==> src/sv/source_lexer_assert.svh <==
// Assertion macros used by the source lexer RTL
`ifndef SOURCE_LEXER_ASSERT_SVH
`define SOURCE_LEXER_ASSERT_SVH

// same-cycle implication, checked out of reset
`define SLEX_ASSERT_NOW(lbl, ante, cons, msg) \
	lbl: assert property (@(posedge clk) disable iff (!arst_n) (ante) |-> (cons)) \
		else $error(msg);

// next-cycle implication, checked out of reset
`define SLEX_ASSERT_NEXT(lbl, ante, cons, msg) \
	lbl: assert property (@(posedge clk) disable iff (!arst_n) (ante) |=> (cons)) \
		else $error(msg);

`endif

==> src/sv/slex_pkg.sv <==
// Package: token codes, error codes, character constants, operator lookup and byte classes of the source lexer
`default_nettype none

package slex_pkg;

	typedef enum logic [2:0] {
		TK_END   = 3'd0,
		TK_OP    = 3'd1,
		TK_STR   = 3'd2,
		TK_CHR   = 3'd3,
		TK_NUM   = 3'd4,
		TK_IDENT = 3'd5,
		TK_UNK   = 3'd6
	} tok_kind_t;

	typedef enum logic [1:0] {
		ERR_NONE       = 2'd0,
		ERR_UNCLOSED   = 2'd1,
		ERR_BAD_CHAR   = 2'd2,
		ERR_BAD_ESCAPE = 2'd3
	} lex_err_t;

	localparam logic [7:0] CH_NL     = 8'h0A;
	localparam logic [7:0] CH_SPACE  = 8'h20;
	localparam logic [7:0] CH_DQUOTE = 8'h22;
	localparam logic [7:0] CH_DOLLAR = 8'h24;
	localparam logic [7:0] CH_SQUOTE = 8'h27;
	localparam logic [7:0] CH_DOT    = 8'h2E;
	localparam logic [7:0] CH_SLASH  = 8'h2F;
	localparam logic [7:0] CH_BSLASH = 8'h5C;
	localparam logic [7:0] CH_UNDER  = 8'h5F;
	localparam logic [7:0] CH_LOW_N  = 8'h6E;
	localparam logic [7:0] CH_LOW_R  = 8'h72;
	localparam logic [7:0] CH_LOW_S  = 8'h73;
	localparam logic [7:0] CH_LOW_T  = 8'h74;
	localparam logic [7:0] CH_DEL    = 8'h7F;

	localparam logic [4:0] OP_NONE  = 5'd0;
	localparam logic [4:0] OP_SLASH = 5'd15;

	typedef struct packed {
		logic       hit;
		logic [4:0] code;
	} op_hit_t;

	function automatic op_hit_t op_lookup(logic [7:0] b);
		op_hit_t r;
		r.hit = 1'b1;
		case (b)
			8'h40: r.code = 5'd0;   // @
			8'h28: r.code = 5'd1;   // (
			8'h29: r.code = 5'd2;   // )
			8'h5B: r.code = 5'd3;   // [
			8'h5D: r.code = 5'd4;   // ]
			8'h3C: r.code = 5'd5;   // <
			8'h3E: r.code = 5'd6;   // >
			8'h7B: r.code = 5'd7;   // {
			8'h7D: r.code = 5'd8;   // }
			8'h2B: r.code = 5'd9;   // +
			8'h2D: r.code = 5'd10;  // -
			8'h7E: r.code = 5'd11;  // ~
			8'h2E: r.code = 5'd12;  // .
			8'h2C: r.code = 5'd13;  // ,
			8'h2A: r.code = 5'd14;  // *
			8'h2F: r.code = 5'd15;  // /
			8'h5C: r.code = 5'd16;  // backslash
			8'h25: r.code = 5'd17;  // %
			8'h7C: r.code = 5'd18;  // |
			8'h26: r.code = 5'd19;  // &
			8'h5E: r.code = 5'd20;  // ^
			8'h3D: r.code = 5'd21;  // =
			8'h21: r.code = 5'd22;  // !
			8'h3F: r.code = 5'd23;  // ?
			8'h3A: r.code = 5'd24;  // :
			8'h3B: r.code = 5'd25;  // ;
			default: begin
				r.hit  = 1'b0;
				r.code = OP_NONE;
			end
		endcase
		return r;
	endfunction

	function automatic logic is_space(logic [7:0] b);
		return (b == CH_SPACE) || (b >= 8'd9 && b <= 8'd13);
	endfunction

	function automatic logic is_digit(logic [7:0] b);
		return b >= 8'h30 && b <= 8'h39;
	endfunction

	function automatic logic is_word(logic [7:0] b);
		return (b >= 8'h61 && b <= 8'h7A) || (b >= 8'h41 && b <= 8'h5A) ||
			(b == CH_UNDER) || (b == CH_DOLLAR);
	endfunction

endpackage

`default_nettype wire

==> src/sv/source_lexer.sv <==
// Streaming source tokenizer: one byte in per cycle while in_stall is low, token descriptors out
//
//   channel | handshake                   | payload
//   --------+-----------------------------+------------------------------------------
//   in      | in_valid / in_stall         | char_byte, end_of_source
//   out     | out_valid / out_stall       | token_kind, operator_code, has_dot,
//           |                             | start_offset/line/column, token_length,
//           |                             | error_code, last
//
// Cycles: a byte is scanned the cycle after it is taken; its 0 to 3 tokens
//   load together into a three-slot result register.
// One byte per cycle while each makes at most one token and out_stall is low; a byte
//   with more holds the next token-making byte until its last leaves. Tokenless bytes never wait.
// Reset and end of source: idle, offset 0, line 1, column 1; reset also empties both registers.
// in_stall follows out_stall in the same cycle while a token-making byte waits on one queued token.
`default_nettype none

module source_lexer
	import slex_pkg::*;
#(
	parameter int OFFSET_WIDTH = 24,
	parameter int COLUMN_WIDTH = 16
) (
	input  wire logic                    clk,
	input  wire logic                    arst_n,
	input  wire logic                    in_valid,
	output logic                         in_stall,
	input  wire logic [7:0]              char_byte,
	input  wire logic                    end_of_source,
	output logic                         out_valid,
	input  wire logic                    out_stall,
	output logic [2:0]                   token_kind,
	output logic [4:0]                   operator_code,
	output logic                         has_dot,
	output logic [OFFSET_WIDTH-1:0]      start_offset,
	output logic [OFFSET_WIDTH-1:0]      start_line,
	output logic [COLUMN_WIDTH-1:0]      start_column,
	output logic [COLUMN_WIDTH-1:0]      token_length,
	output logic [1:0]                   error_code,
	output logic                         last
);

`include "source_lexer_assert.svh"

	localparam int OW = OFFSET_WIDTH;
	localparam int CW = COLUMN_WIDTH;

	typedef enum logic [3:0] {
		M_IDLE       = 4'd0,
		M_SLASH      = 4'd1,
		M_COMMENT    = 4'd2,
		M_STRING     = 4'd3,
		M_STRING_ESC = 4'd4,
		M_CHAR_FIRST = 4'd5,
		M_CHAR_ESC   = 4'd6,
		M_NUMBER     = 4'd7,
		M_IDENT      = 4'd8
	} mode_t;

	typedef struct packed {
		tok_kind_t     kind;
		logic [4:0]    op;
		logic          dec;
		logic [OW-1:0] off;
		logic [OW-1:0] line;
		logic [CW-1:0] col;
		logic [CW-1:0] len;
		lex_err_t      err;
	} res_t;

	// input register
	logic       valid_s1;
	logic [7:0] byte_s1;
	logic       eos_s1;

	// scanner state
	mode_t         mode_q;
	logic [OW-1:0] off_q, line_q;
	logic [CW-1:0] col_q;
	logic [OW-1:0] st_off_q, st_line_q;
	logic [CW-1:0] st_col_q;
	logic [CW-1:0] len_q;
	logic          dot_q;
	lex_err_t      perr_q;

	// result register: up to three tokens of one byte, slot 0 is shown
	res_t       ent_q [3];
	logic [1:0] cnt_q;

	// next-state and candidate results
	mode_t         n_mode;
	logic [OW-1:0] n_off, n_line;
	logic [CW-1:0] n_col;
	logic [OW-1:0] n_st_off, n_st_line;
	logic [CW-1:0] n_st_col;
	logic [CW-1:0] n_len;
	logic          n_dot;
	lex_err_t      n_perr;
	res_t          cand [4];
	logic [3:0]    cv;
	res_t          slot [3];
	logic [1:0]    n_res;
	logic          do_idle;
	op_hit_t       oph;
	lex_err_t      esc_err;

	logic go, in_fire, out_fire;

	function automatic logic [OW-1:0] sat_ow(logic [OW-1:0] v);
		return (&v) ? v : v + 1'b1;
	endfunction

	function automatic logic [CW-1:0] sat_cw(logic [CW-1:0] v);
		return (&v) ? v : v + 1'b1;
	endfunction

	function automatic res_t mk(tok_kind_t k, logic [4:0] op, logic dec,
		logic [OW-1:0] off, logic [OW-1:0] ln, logic [CW-1:0] col,
		logic [CW-1:0] len, lex_err_t err);
		res_t r;
		r.kind = k;
		r.op   = op;
		r.dec  = dec;
		r.off  = off;
		r.line = ln;
		r.col  = col;
		r.len  = len;
		r.err  = err;
		return r;
	endfunction

	// Candidate order: [0] token closed by this byte, [1] one-byte token started
	// by it, [2] pending token flushed at end of source, [3] end token.
	always_comb begin
		n_mode    = mode_q;
		n_st_off  = st_off_q;
		n_st_line = st_line_q;
		n_st_col  = st_col_q;
		n_len     = len_q;
		n_dot     = dot_q;
		n_perr    = perr_q;
		do_idle   = 1'b0;
		cv        = '0;
		for (int k = 0; k < 4; k++) begin
			cand[k] = '0;
		end
		oph     = op_lookup(byte_s1);
		esc_err = ERR_NONE;

		if (perr_q == ERR_NONE) begin
			case (mode_q)
				M_SLASH: begin
					if (byte_s1 == CH_SLASH) begin
						n_mode = M_COMMENT;
					end else begin
						cv[0]   = 1'b1;
						cand[0] = mk(TK_OP, OP_SLASH, 1'b0, st_off_q, st_line_q, st_col_q,
							len_q, ERR_NONE);
						n_mode  = M_IDLE;
						do_idle = 1'b1;
					end
				end
				M_COMMENT: begin
					if (byte_s1 == CH_NL) begin
						n_mode = M_IDLE;
					end
				end
				M_STRING: begin
					n_len = sat_cw(len_q);
					if (byte_s1 == CH_DQUOTE) begin
						cv[0]   = 1'b1;
						cand[0] = mk(TK_STR, OP_NONE, 1'b0, st_off_q, st_line_q, st_col_q,
							n_len, ERR_NONE);
						n_mode  = M_IDLE;
					end else if (byte_s1 == CH_BSLASH) begin
						n_mode = M_STRING_ESC;
					end
				end
				M_STRING_ESC: begin
					n_len  = sat_cw(len_q);
					n_mode = M_STRING;
				end
				M_CHAR_FIRST: begin
					// literal starts after the quote
					n_st_off  = off_q;
					n_st_line = line_q;
					n_st_col  = col_q;
					n_len     = CW'(1);
					if (is_space(byte_s1) || byte_s1 < CH_SPACE || byte_s1 == CH_DEL) begin
						cv[0]   = 1'b1;
						cand[0] = mk(TK_CHR, OP_NONE, 1'b0, off_q, line_q, col_q,
							CW'(1), ERR_BAD_CHAR);
						n_perr  = ERR_BAD_CHAR;
						n_mode  = M_IDLE;
					end else if (byte_s1 == CH_BSLASH) begin
						n_len  = CW'(2);
						n_mode = M_CHAR_ESC;
					end else begin
						cv[0]   = 1'b1;
						cand[0] = mk(TK_CHR, OP_NONE, 1'b0, off_q, line_q, col_q,
							CW'(1), ERR_NONE);
						n_mode  = M_IDLE;
					end
				end
				M_CHAR_ESC: begin
					if (byte_s1 == CH_LOW_R || byte_s1 == CH_LOW_N ||
						byte_s1 == CH_LOW_T || byte_s1 == CH_LOW_S) begin
						esc_err = ERR_NONE;
					end else begin
						esc_err = ERR_BAD_ESCAPE;
					end
					cv[0]   = 1'b1;
					cand[0] = mk(TK_CHR, OP_NONE, 1'b0, st_off_q, st_line_q, st_col_q,
						len_q, esc_err);
					n_perr  = esc_err;
					n_mode  = M_IDLE;
				end
				M_NUMBER: begin
					if (is_digit(byte_s1)) begin
						n_len = sat_cw(len_q);
					end else if (byte_s1 == CH_DOT && !dot_q) begin
						n_dot = 1'b1;
						n_len = sat_cw(len_q);
					end else begin
						cv[0]   = 1'b1;
						cand[0] = mk(TK_NUM, OP_NONE, dot_q, st_off_q, st_line_q, st_col_q,
							len_q, ERR_NONE);
						n_mode  = M_IDLE;
						do_idle = 1'b1;
					end
				end
				M_IDENT: begin
					if (is_word(byte_s1) || is_digit(byte_s1)) begin
						n_len = sat_cw(len_q);
					end else begin
						cv[0]   = 1'b1;
						cand[0] = mk(TK_IDENT, OP_NONE, 1'b0, st_off_q, st_line_q, st_col_q,
							len_q, ERR_NONE);
						n_mode  = M_IDLE;
						do_idle = 1'b1;
					end
				end
				default: begin
					n_mode  = M_IDLE;
					do_idle = 1'b1;
				end
			endcase

			// byte seen between tokens, also the terminator of a closed token
			if (do_idle && !is_space(byte_s1)) begin
				if (oph.hit && byte_s1 != CH_SLASH) begin
					cv[1]   = 1'b1;
					cand[1] = mk(TK_OP, oph.code, 1'b0, off_q, line_q, col_q, CW'(1), ERR_NONE);
				end else if (oph.hit || byte_s1 == CH_DQUOTE || byte_s1 == CH_SQUOTE ||
					is_digit(byte_s1) || is_word(byte_s1)) begin
					n_st_off  = off_q;
					n_st_line = line_q;
					n_st_col  = col_q;
					n_len     = CW'(1);
					if (oph.hit) begin
						n_mode = M_SLASH;
					end else if (byte_s1 == CH_DQUOTE) begin
						n_mode = M_STRING;
					end else if (byte_s1 == CH_SQUOTE) begin
						n_mode = M_CHAR_FIRST;
					end else if (is_digit(byte_s1)) begin
						n_dot  = 1'b0;
						n_mode = M_NUMBER;
					end else begin
						n_mode = M_IDENT;
					end
				end else begin
					cv[1]   = 1'b1;
					cand[1] = mk(TK_UNK, OP_NONE, 1'b0, off_q, line_q, col_q, CW'(1), ERR_NONE);
				end
			end
		end

		// position advance, saturating
		n_off = sat_ow(off_q);
		if (byte_s1 == CH_NL) begin
			n_line = sat_ow(line_q);
			n_col  = CW'(1);
		end else begin
			n_line = line_q;
			n_col  = sat_cw(col_q);
		end

		if (eos_s1) begin
			if (n_perr == ERR_NONE) begin
				case (n_mode)
					M_SLASH: begin
						cv[2]   = 1'b1;
						cand[2] = mk(TK_OP, OP_SLASH, 1'b0, n_st_off, n_st_line, n_st_col,
							n_len, ERR_NONE);
					end
					M_NUMBER: begin
						cv[2]   = 1'b1;
						cand[2] = mk(TK_NUM, OP_NONE, n_dot, n_st_off, n_st_line, n_st_col,
							n_len, ERR_NONE);
					end
					M_IDENT: begin
						cv[2]   = 1'b1;
						cand[2] = mk(TK_IDENT, OP_NONE, 1'b0, n_st_off, n_st_line, n_st_col,
							n_len, ERR_NONE);
					end
					M_STRING, M_STRING_ESC: begin
						cv[2]   = 1'b1;
						cand[2] = mk(TK_STR, OP_NONE, 1'b0, n_st_off, n_st_line, n_st_col,
							n_len, ERR_UNCLOSED);
					end
					M_CHAR_FIRST: begin
						cv[2]   = 1'b1;
						cand[2] = mk(TK_CHR, OP_NONE, 1'b0, n_off, n_line, n_col,
							'0, ERR_BAD_CHAR);
					end
					M_CHAR_ESC: begin
						cv[2]   = 1'b1;
						cand[2] = mk(TK_CHR, OP_NONE, 1'b0, n_st_off, n_st_line, n_st_col,
							CW'(1), ERR_BAD_ESCAPE);
					end
					default: begin
					end
				endcase
			end
			cv[3]   = 1'b1;
			cand[3] = mk(TK_END, OP_NONE, 1'b0, n_off, n_line, n_col, '0, ERR_NONE);

			// back to the reset state for the next source
			n_mode    = M_IDLE;
			n_off     = '0;
			n_line    = OW'(1);
			n_col     = CW'(1);
			n_st_off  = '0;
			n_st_line = OW'(1);
			n_st_col  = CW'(1);
			n_len     = '0;
			n_dot     = 1'b0;
			n_perr    = ERR_NONE;
		end
	end

	// pack the valid candidates into the result slots, in order
	always_comb begin
		n_res = 2'd0;
		for (int k = 0; k < 3; k++) begin
			slot[k] = '0;
		end
		for (int k = 0; k < 4; k++) begin
			if (cv[k] && n_res != 2'd3) begin
				slot[n_res] = cand[k];
				n_res       = n_res + 2'd1;
			end
		end
	end

	assign out_fire = out_valid && !out_stall;
	// a byte retires when it makes no token or the slots are free by this edge
	assign go       = valid_s1 &&
		(n_res == 2'd0 || cnt_q == 2'd0 || (cnt_q == 2'd1 && out_fire));
	assign in_stall = valid_s1 && !go;
	assign in_fire  = in_valid && !in_stall;

	always_ff @(posedge clk or negedge arst_n) begin
		if (!arst_n) begin
			valid_s1  <= 1'b0;
			byte_s1   <= '0;
			eos_s1    <= 1'b0;
			mode_q    <= M_IDLE;
			off_q     <= '0;
			line_q    <= OW'(1);
			col_q     <= CW'(1);
			st_off_q  <= '0;
			st_line_q <= OW'(1);
			st_col_q  <= CW'(1);
			len_q     <= '0;
			dot_q     <= 1'b0;
			perr_q    <= ERR_NONE;
			cnt_q     <= 2'd0;
			for (int k = 0; k < 3; k++) begin
				ent_q[k] <= '0;
			end
		end else begin
			if (in_fire) begin
				byte_s1 <= char_byte;
				eos_s1  <= end_of_source;
			end
			valid_s1 <= in_fire || (valid_s1 && !go);

			if (go) begin
				mode_q    <= n_mode;
				off_q     <= n_off;
				line_q    <= n_line;
				col_q     <= n_col;
				st_off_q  <= n_st_off;
				st_line_q <= n_st_line;
				st_col_q  <= n_st_col;
				len_q     <= n_len;
				dot_q     <= n_dot;
				perr_q    <= n_perr;
			end

			if (go && n_res != 2'd0) begin
				ent_q[0] <= slot[0];
				ent_q[1] <= slot[1];
				ent_q[2] <= slot[2];
				cnt_q    <= n_res;
			end else if (out_fire) begin
				ent_q[0] <= ent_q[1];
				ent_q[1] <= ent_q[2];
				cnt_q    <= cnt_q - 2'd1;
			end
		end
	end

	assign out_valid     = cnt_q != 2'd0;
	assign token_kind    = ent_q[0].kind;
	assign operator_code = ent_q[0].op;
	assign has_dot       = ent_q[0].dec;
	assign start_offset  = ent_q[0].off;
	assign start_line    = ent_q[0].line;
	assign start_column  = ent_q[0].col;
	assign token_length  = ent_q[0].len;
	assign error_code    = ent_q[0].err;
	// the slots only ever hold one byte's tokens
	assign last          = cnt_q == 2'd1;

	`SLEX_ASSERT_NEXT(a_load_count, go && n_res != 2'd0, cnt_q == $past(n_res), "slot count mismatch")
	`SLEX_ASSERT_NOW(a_err_quiet, valid_s1 && perr_q != ERR_NONE, n_res == {1'b0, eos_s1}, "token after error")
	`SLEX_ASSERT_NOW(a_end_last, out_valid && token_kind == TK_END, last, "end token not last")
	`SLEX_ASSERT_NOW(a_pos_nonzero, 1'b1, line_q != '0 && col_q != '0 && st_line_q != '0, "zero line or column")

endmodule

`default_nettype wire
==> config.mk <==
export PLATFORM = sky130hd
export DESIGN_NAME = source_lexer
export DESIGN_NICKNAME = d
export VERILOG_FILES = /design/src/sv/slex_pkg.sv /design/src/sv/source_lexer.sv
export VERILOG_INCLUDE_DIRS = /design/src /design/src/sv
export SDC_FILE = /design/constraint.sdc
export NUM_CORES = 2
export LEC_CHECK = 0
export ABC_AREA = 1
export BUFFER_PORTS_ARGS = -buffer_cell sky130_fd_sc_hd__buf_4
export CAP_MARGIN = 20
export CORE_AREA = 5 5 279 200
export CTS_CLUSTER_DIAMETER = 60
export DETAILED_ROUTE_END_ITERATION = 8
export DIE_AREA = 0 0 284 205
export PLACE_DENSITY = 0.78
export SLEW_MARGIN = 10
export SYNTH_ARGS = -nofsm -noshare
export SYNTH_HDL_FRONTEND = slang
export SYNTH_SLANG_ARGS = --single-unit
export TNS_END_PERCENT = 1
==> constraint.sdc <==
create_clock -name clk -period 3.9 [get_ports clk]
set_input_delay 0.195 -clock clk [delete_from_list [all_inputs] [get_ports clk]]
set_output_delay 0.195 -clock clk [all_outputs]
set_load 0.005 [all_outputs]
# Word-level counts from Yosys, hierarchy flattened
# Index checks and enable logic that the tools add are counted.
# Widths: inputs -> output; s select.
[word_totals]
register_bits = 436
[op_classes]
n_eq_ne = 57
add_sub_neg = 8
n_reduce_logical = 57
bitwise_logic = 3
n_mux = 129
magnitude_cmp = 15
[op_table]
columns = ["cell", "count"]
rows = [
  ["$pmux 91 s6", 2],
  ["$mux 91", 11],
  ["$bwmux 273", 3],
  ["$mux 273", 3],
  ["$mux 182", 4],
  ["$demux 91 s2", 3],
  ["$mux 24", 17],
  ["$mux 16", 18],
  ["$mux 90", 3],
  ["$eq 8x6->1 const B", 21],
  ["$pmux 5 s25", 1],
  ["$eq 8x7->1 const B", 15],
  ["$mux 89", 1],
  ["$pmux 16 s4", 1],
  ["$mux 4", 15],
  ["$add 24x1->24 const B", 2],
  ["$reduce_and 24->1", 2],
  ["$add 16x1->16 const B", 2],
  ["$eq 4x3->1 const B", 8],
  ["$reduce_and 16->1", 2],
  ["$mux 2", 14],
  ["$pmux 4 s7", 1],
  ["$mux 1", 27],
  ["$reduce_or 26->1", 1],
  ["other kinds (31)", 92],
]

# Depth between registers and ports, before layout
[depth]
word_depth = 31
mapped_depth = 31
ltp_nobuf = 28

# Least setup slack after synthesis
# No wires, ideal clock.
[synth_path]
path_type = "flip-flop to flip-flop"
from = "register byte_s1[4]"
to = "register ent_q[171] (netlist name)"
arrival_time_ps = 3942
n_path_buf = 3
slack_ps = -160
stages_incl_launch_ff = 26
required_ps = 3782
path_cell_list = "dfrtp_1 buf_2 nor2_1 nand2_2 nor2_1 nand2_1 nand3_1 nand2_1 inv_1 nand2_1 nor2_1 a21oi_1 ha_1 inv_1 nand3_1 nand3_1 nand2_1 clkinv_1 nand2_1 nand2_1 inv_1 clkbuf_1 clkbuf_1 o21ai_0 inv_1 nand2_1"
[synth_between]
elab_chain_cells = 28
word_cells_on_any_way = 176
classes_between = "3 x add/sub; 15 x order compare; 48 x eq/ne; 68 x mux; 3 x bitwise; 39 x reduce/logical"
[synth_lines]
columns = ["item", "line", "source"]
rows = [
  ["start: declaration", "source_lexer.sv:73", "logic [7:0] byte_s1;"],
  ["start signal: assignment", "source_lexer.sv:385", "byte_s1 <= char_byte;"],
  ["branches (longest 28 deep; another with $ge 8x7->1)", "n/a", ""],
  ["end: declaration", "source_lexer.sv:87", "res_t ent_q [3];"],
]
# Parallel ways; which one is timed is not known. The select of a mux whose other input is x is not followed.
# A chain may end at the register's enable or synchronous reset.

# Worst setup path after layout
[layout_path]
from = "register byte_s1[7]"
to = "register ent_q[46] (netlist name)"
[layout_between]
elab_chain_cells = 27
word_cells_on_any_way = 175
classes_between = "3 x add/sub; 15 x order compare; 48 x eq/ne; 68 x mux; 3 x bitwise; 38 x reduce/logical"
[layout_lines]
columns = ["item"]
rows = [
  ["branches (longest 27 deep; another with $ge 8x7->1)"],
]
# Parallel ways; which one is timed is not known. The select of a mux whose other input is x is not followed.

==> impl_metrics.csv <==
group,metric,value,unit
outcome,status,"finished, violations left",
outcome,failed_checks,"design-rule violations",
grt,track_usage,39.89,%
run,maxCapViolations,0,
timing,grt_setup_unrepaired,"true",
routing,remaining_drc_errors,11,
grt,grtUsageMet1,57.62,%
timing,worst_slew_pin_slew,1.248,ns
critical_path,reg2reg_setup_slack,0.11,ns
routing,post_drt_wl_per_cell,23.42,µm
grt,overflow,0,
finish,final_layout_size_suffix_gt1_share,14.26,%
synthesis,synth-async-reset-ratio,100.0,%
synthesis,postSynthNetCount,4525,
finish,synthToLayoutAreaGrowth,17.30,%
synthesis,yosys-top-cells-count,"nand2_1, nand3_1, dfrtp_1",
synthesis,ys.warnings.count,0,
clock_tree,clockRootBuffer,"clkbuf_16",
timing,slew_headroom,16.80,%
floorplan,start_util,57.19,%
placement,io_buffers,106,
finish,fin_util,67.09,%
synthesis,ys_types,57,
critical_path,crit_path_max_incr_delay,0.40,ns
critical_path,critPathBufInv,9,
critical_path,cp.required,4.47,ns
clock_tree,clk_latency,0.63,ns
timing,clock_skew,0.03202,ns
synthesis,syn_area_per_cell,6.713,µm²
floorplan,io_pins,107,
clock_tree,numCtsBuffers,45,
critical_path,setup.worst_path.end_class,"register",
finish,instances_no_fill,5293,
routing,vias,34742,
floorplan,die_y,205,µm
synthesis,netlist_area,30230,µm²
critical_path,cp_max_fo,11,
routing,drt_iter0_drc,6617,
finish,num-nets-final,4586,
critical_path,cpLargestDelayFamily,"simple AND/OR/NAND/NOR gates",
grt,antenna_found_initial,7,
placement,place_inst,5170,
clock_tree,cts.clk_slew.worst_paths,0.07,ns
floorplan,die_w,284,µm
synthesis,synth_edf_count,0,
synthesis,synth.largest_area_cell,"dfrtp_1",
placement,globalplace.congestion,1.035,
timing,final_max_slew_viol_count,0,
synthesis,synth_flop_cell,"dfrtp_1",
synthesis,synth.top_cells.by_area,"dfrtp_1, nand2_1, nand3_1, o21ai_0, inv_1",
critical_path,reg2reg_from,"byte_s1[7]$_DFFE_PN0P_",
finish,n_fill_cell,4415,
timing,hold_viol,0,
critical_path,reg2reg_to,"ent_q[46]$_DFFE_PN0P_",
grt,grtUsageMet2,51.81,%
synthesis,synth_top_cell_area_share,35.43,%
synthesis,yosysMostFrequentCell,"nand2_1",
clock_tree,cts_sinks,432,
timing,fin_crit_sh,97.18,%
floorplan,placementRows,71,
synthesis,syn_inst,4503,
finish,antenna-diode-count,0,
grt,grt_max_degree,160,
grt,grt_pass1_wl,184400,µm
critical_path,cp_common_cell,"nand2_2",
timing,min_period,3.790,ns
grt,use_met3,19.49,%
floorplan,core,52860,µm²
critical_path,start_kind,"register",
timing,finalSetupViolCount,0,
placement,hpwl,78450,µm
routing,drt_wl_total,124000,µm
floorplan,dieArea,58220,µm²
clock_tree,cts.htree.levels,2,
critical_path,path_class,"reg2reg",
critical_path,slowest_stage,"dfrtp_1",
timing,max_freq,263.8,MHz
clock_tree,cts_tree,"built",
worst_hold_path,min_path_type,"in2async",
timing,fin_ws,0.1099,ns
routing,firstDrtPassIters,9,
critical_path,reg2reg_depth,31,
synthesis,yosysSeqAreaShare,35.78,%
routing,routed_via_density,6.564,
finish,multiInputGateArea,16300,µm²
placement,pre_cts_ws,-0.008100,ns
routing,final_antenna_net_count,0,
synthesis,ys_ff_latch,432,
grt,grt.busiest_layer,"met1",
finish,seq_area,10830,µm²
clock_tree,clock_path_buffers,3,
grt,grt_pass1_vias,30898,
critical_path,worstPathArrival,4.36,ns
-- area by class of cell --
type | count | share of cell area, %
multi-input cells | 3273 | 45.96
well taps | 693 | 2.445
clock buffers | 59 | 3.581
repair buffers | 446 | 12.55
clock inverters | 24 | 0.9280
inverters | 365 | 3.994
flip-flops and latches | 432 | 30.53
repair inverters | 1 | 0.01411
-- stage by stage --
stage | setup TNS [ns] | hold WS [ns] | instance area (µm²)
after detailed placement | -0.008100 | 0.2392 | 32930
after global placement | 0 | 0.2411 | 32930
after floorplan | -5.860 | -0.1006 | 30240
after global routing | -4.275 | 0.2476 | 35460
after CTS | 0 | 0.1945 | 34650
final | 0 | 0.1784 | 35460
-- flip-flops by register name (all words and copies together), names as in the netlist, 2 cells and up --
name / count
token_kind: 3
cnt_q: 2
mode_q: 4
token_length: 16
st_line_q: 24
st_off_q: 24
st_col_q: 16
start_column: 16
start_line: 24
len_q: 16
off_q: 24
ent_q: 178
perr_q: 2
line_q: 24
byte_s1: 8
error_code: 2
start_offset: 24
operator_code: 5
col_q: 16
-- cells by family after synthesis --
logic type                 synth area share (%)
and+or+nand+nor                           35.53
AOI/OAI and AO/OA                         15.45
buffers and inverters                     11.44
DFF                                       35.78
xor gates and xnor gates                  1.362
adders and majority gates                0.3725
muxes                                   0.06623
-- how the worst max path moves through the flow --
stage,startpoint,to,slack [ns],cells after the start
after CTS,byte_s1[4]$_DFFE_PN0P_,ent_q[143]$_DFFE_PN0P_,0.03,25
after floorplan,byte_s1[4]$_DFFE_PN0P_,error_code[0]$_DFFE_PN0P_,-0.07,24
after global placement,byte_s1[7]$_DFFE_PN0P_,ent_q[47]$_DFFE_PN0P_,0.13,26
after global routing,byte_s1[2]$_DFFE_PN0P_,operator_code[2]$_DFFE_PN0P_,-0.10,30
final,byte_s1[7]$_DFFE_PN0P_,ent_q[46]$_DFFE_PN0P_,0.11,31
after detailed placement,byte_s1[7]$_DFFE_PN0P_,ent_q[151]$_DFFE_PN0P_,-0.008,27
-- placed cells by master (no fill, tap or decap), types with 25 or more instances in the layout --
cell and instances:
buf_12 60, inv_1 333, xor2_1 47, buf_4 346, o22ai_1 93, a21oi_1 135, dfrtp_1 421, nor3_1 47
nand4_1 198, a22oi_1 93, clkbuf_16 55, o21ai_0 322, nand3_1 636, o21ai_1 55, o21a_1 25, nor2_1 290
nand2_1 1106
-- layer usage --
layer  vias up  part of all wire, %  wire length [µm]
met5         -                 0.14               176
met4        14                  4.1              5112
met3       504                   20             24280
met2      3146                   37             46280
met1     15791                   39             48110
li1      15287                    -                 -
-- repair_timing --
item                                    4_1_cts  5_1_grt
hold buffers                                 11        0
cloned                                        0       10
gates resized for setup                       2      115
pin swaps                                     0       16
endpoints found under the setup margin       11      326
buffers inserted                              0       19
endpoints found under the hold margin        80        0
Power is left out: the tool's default activity adds up to more than one toggle a clock period on the data nets, which glitch-free logic cannot reach.
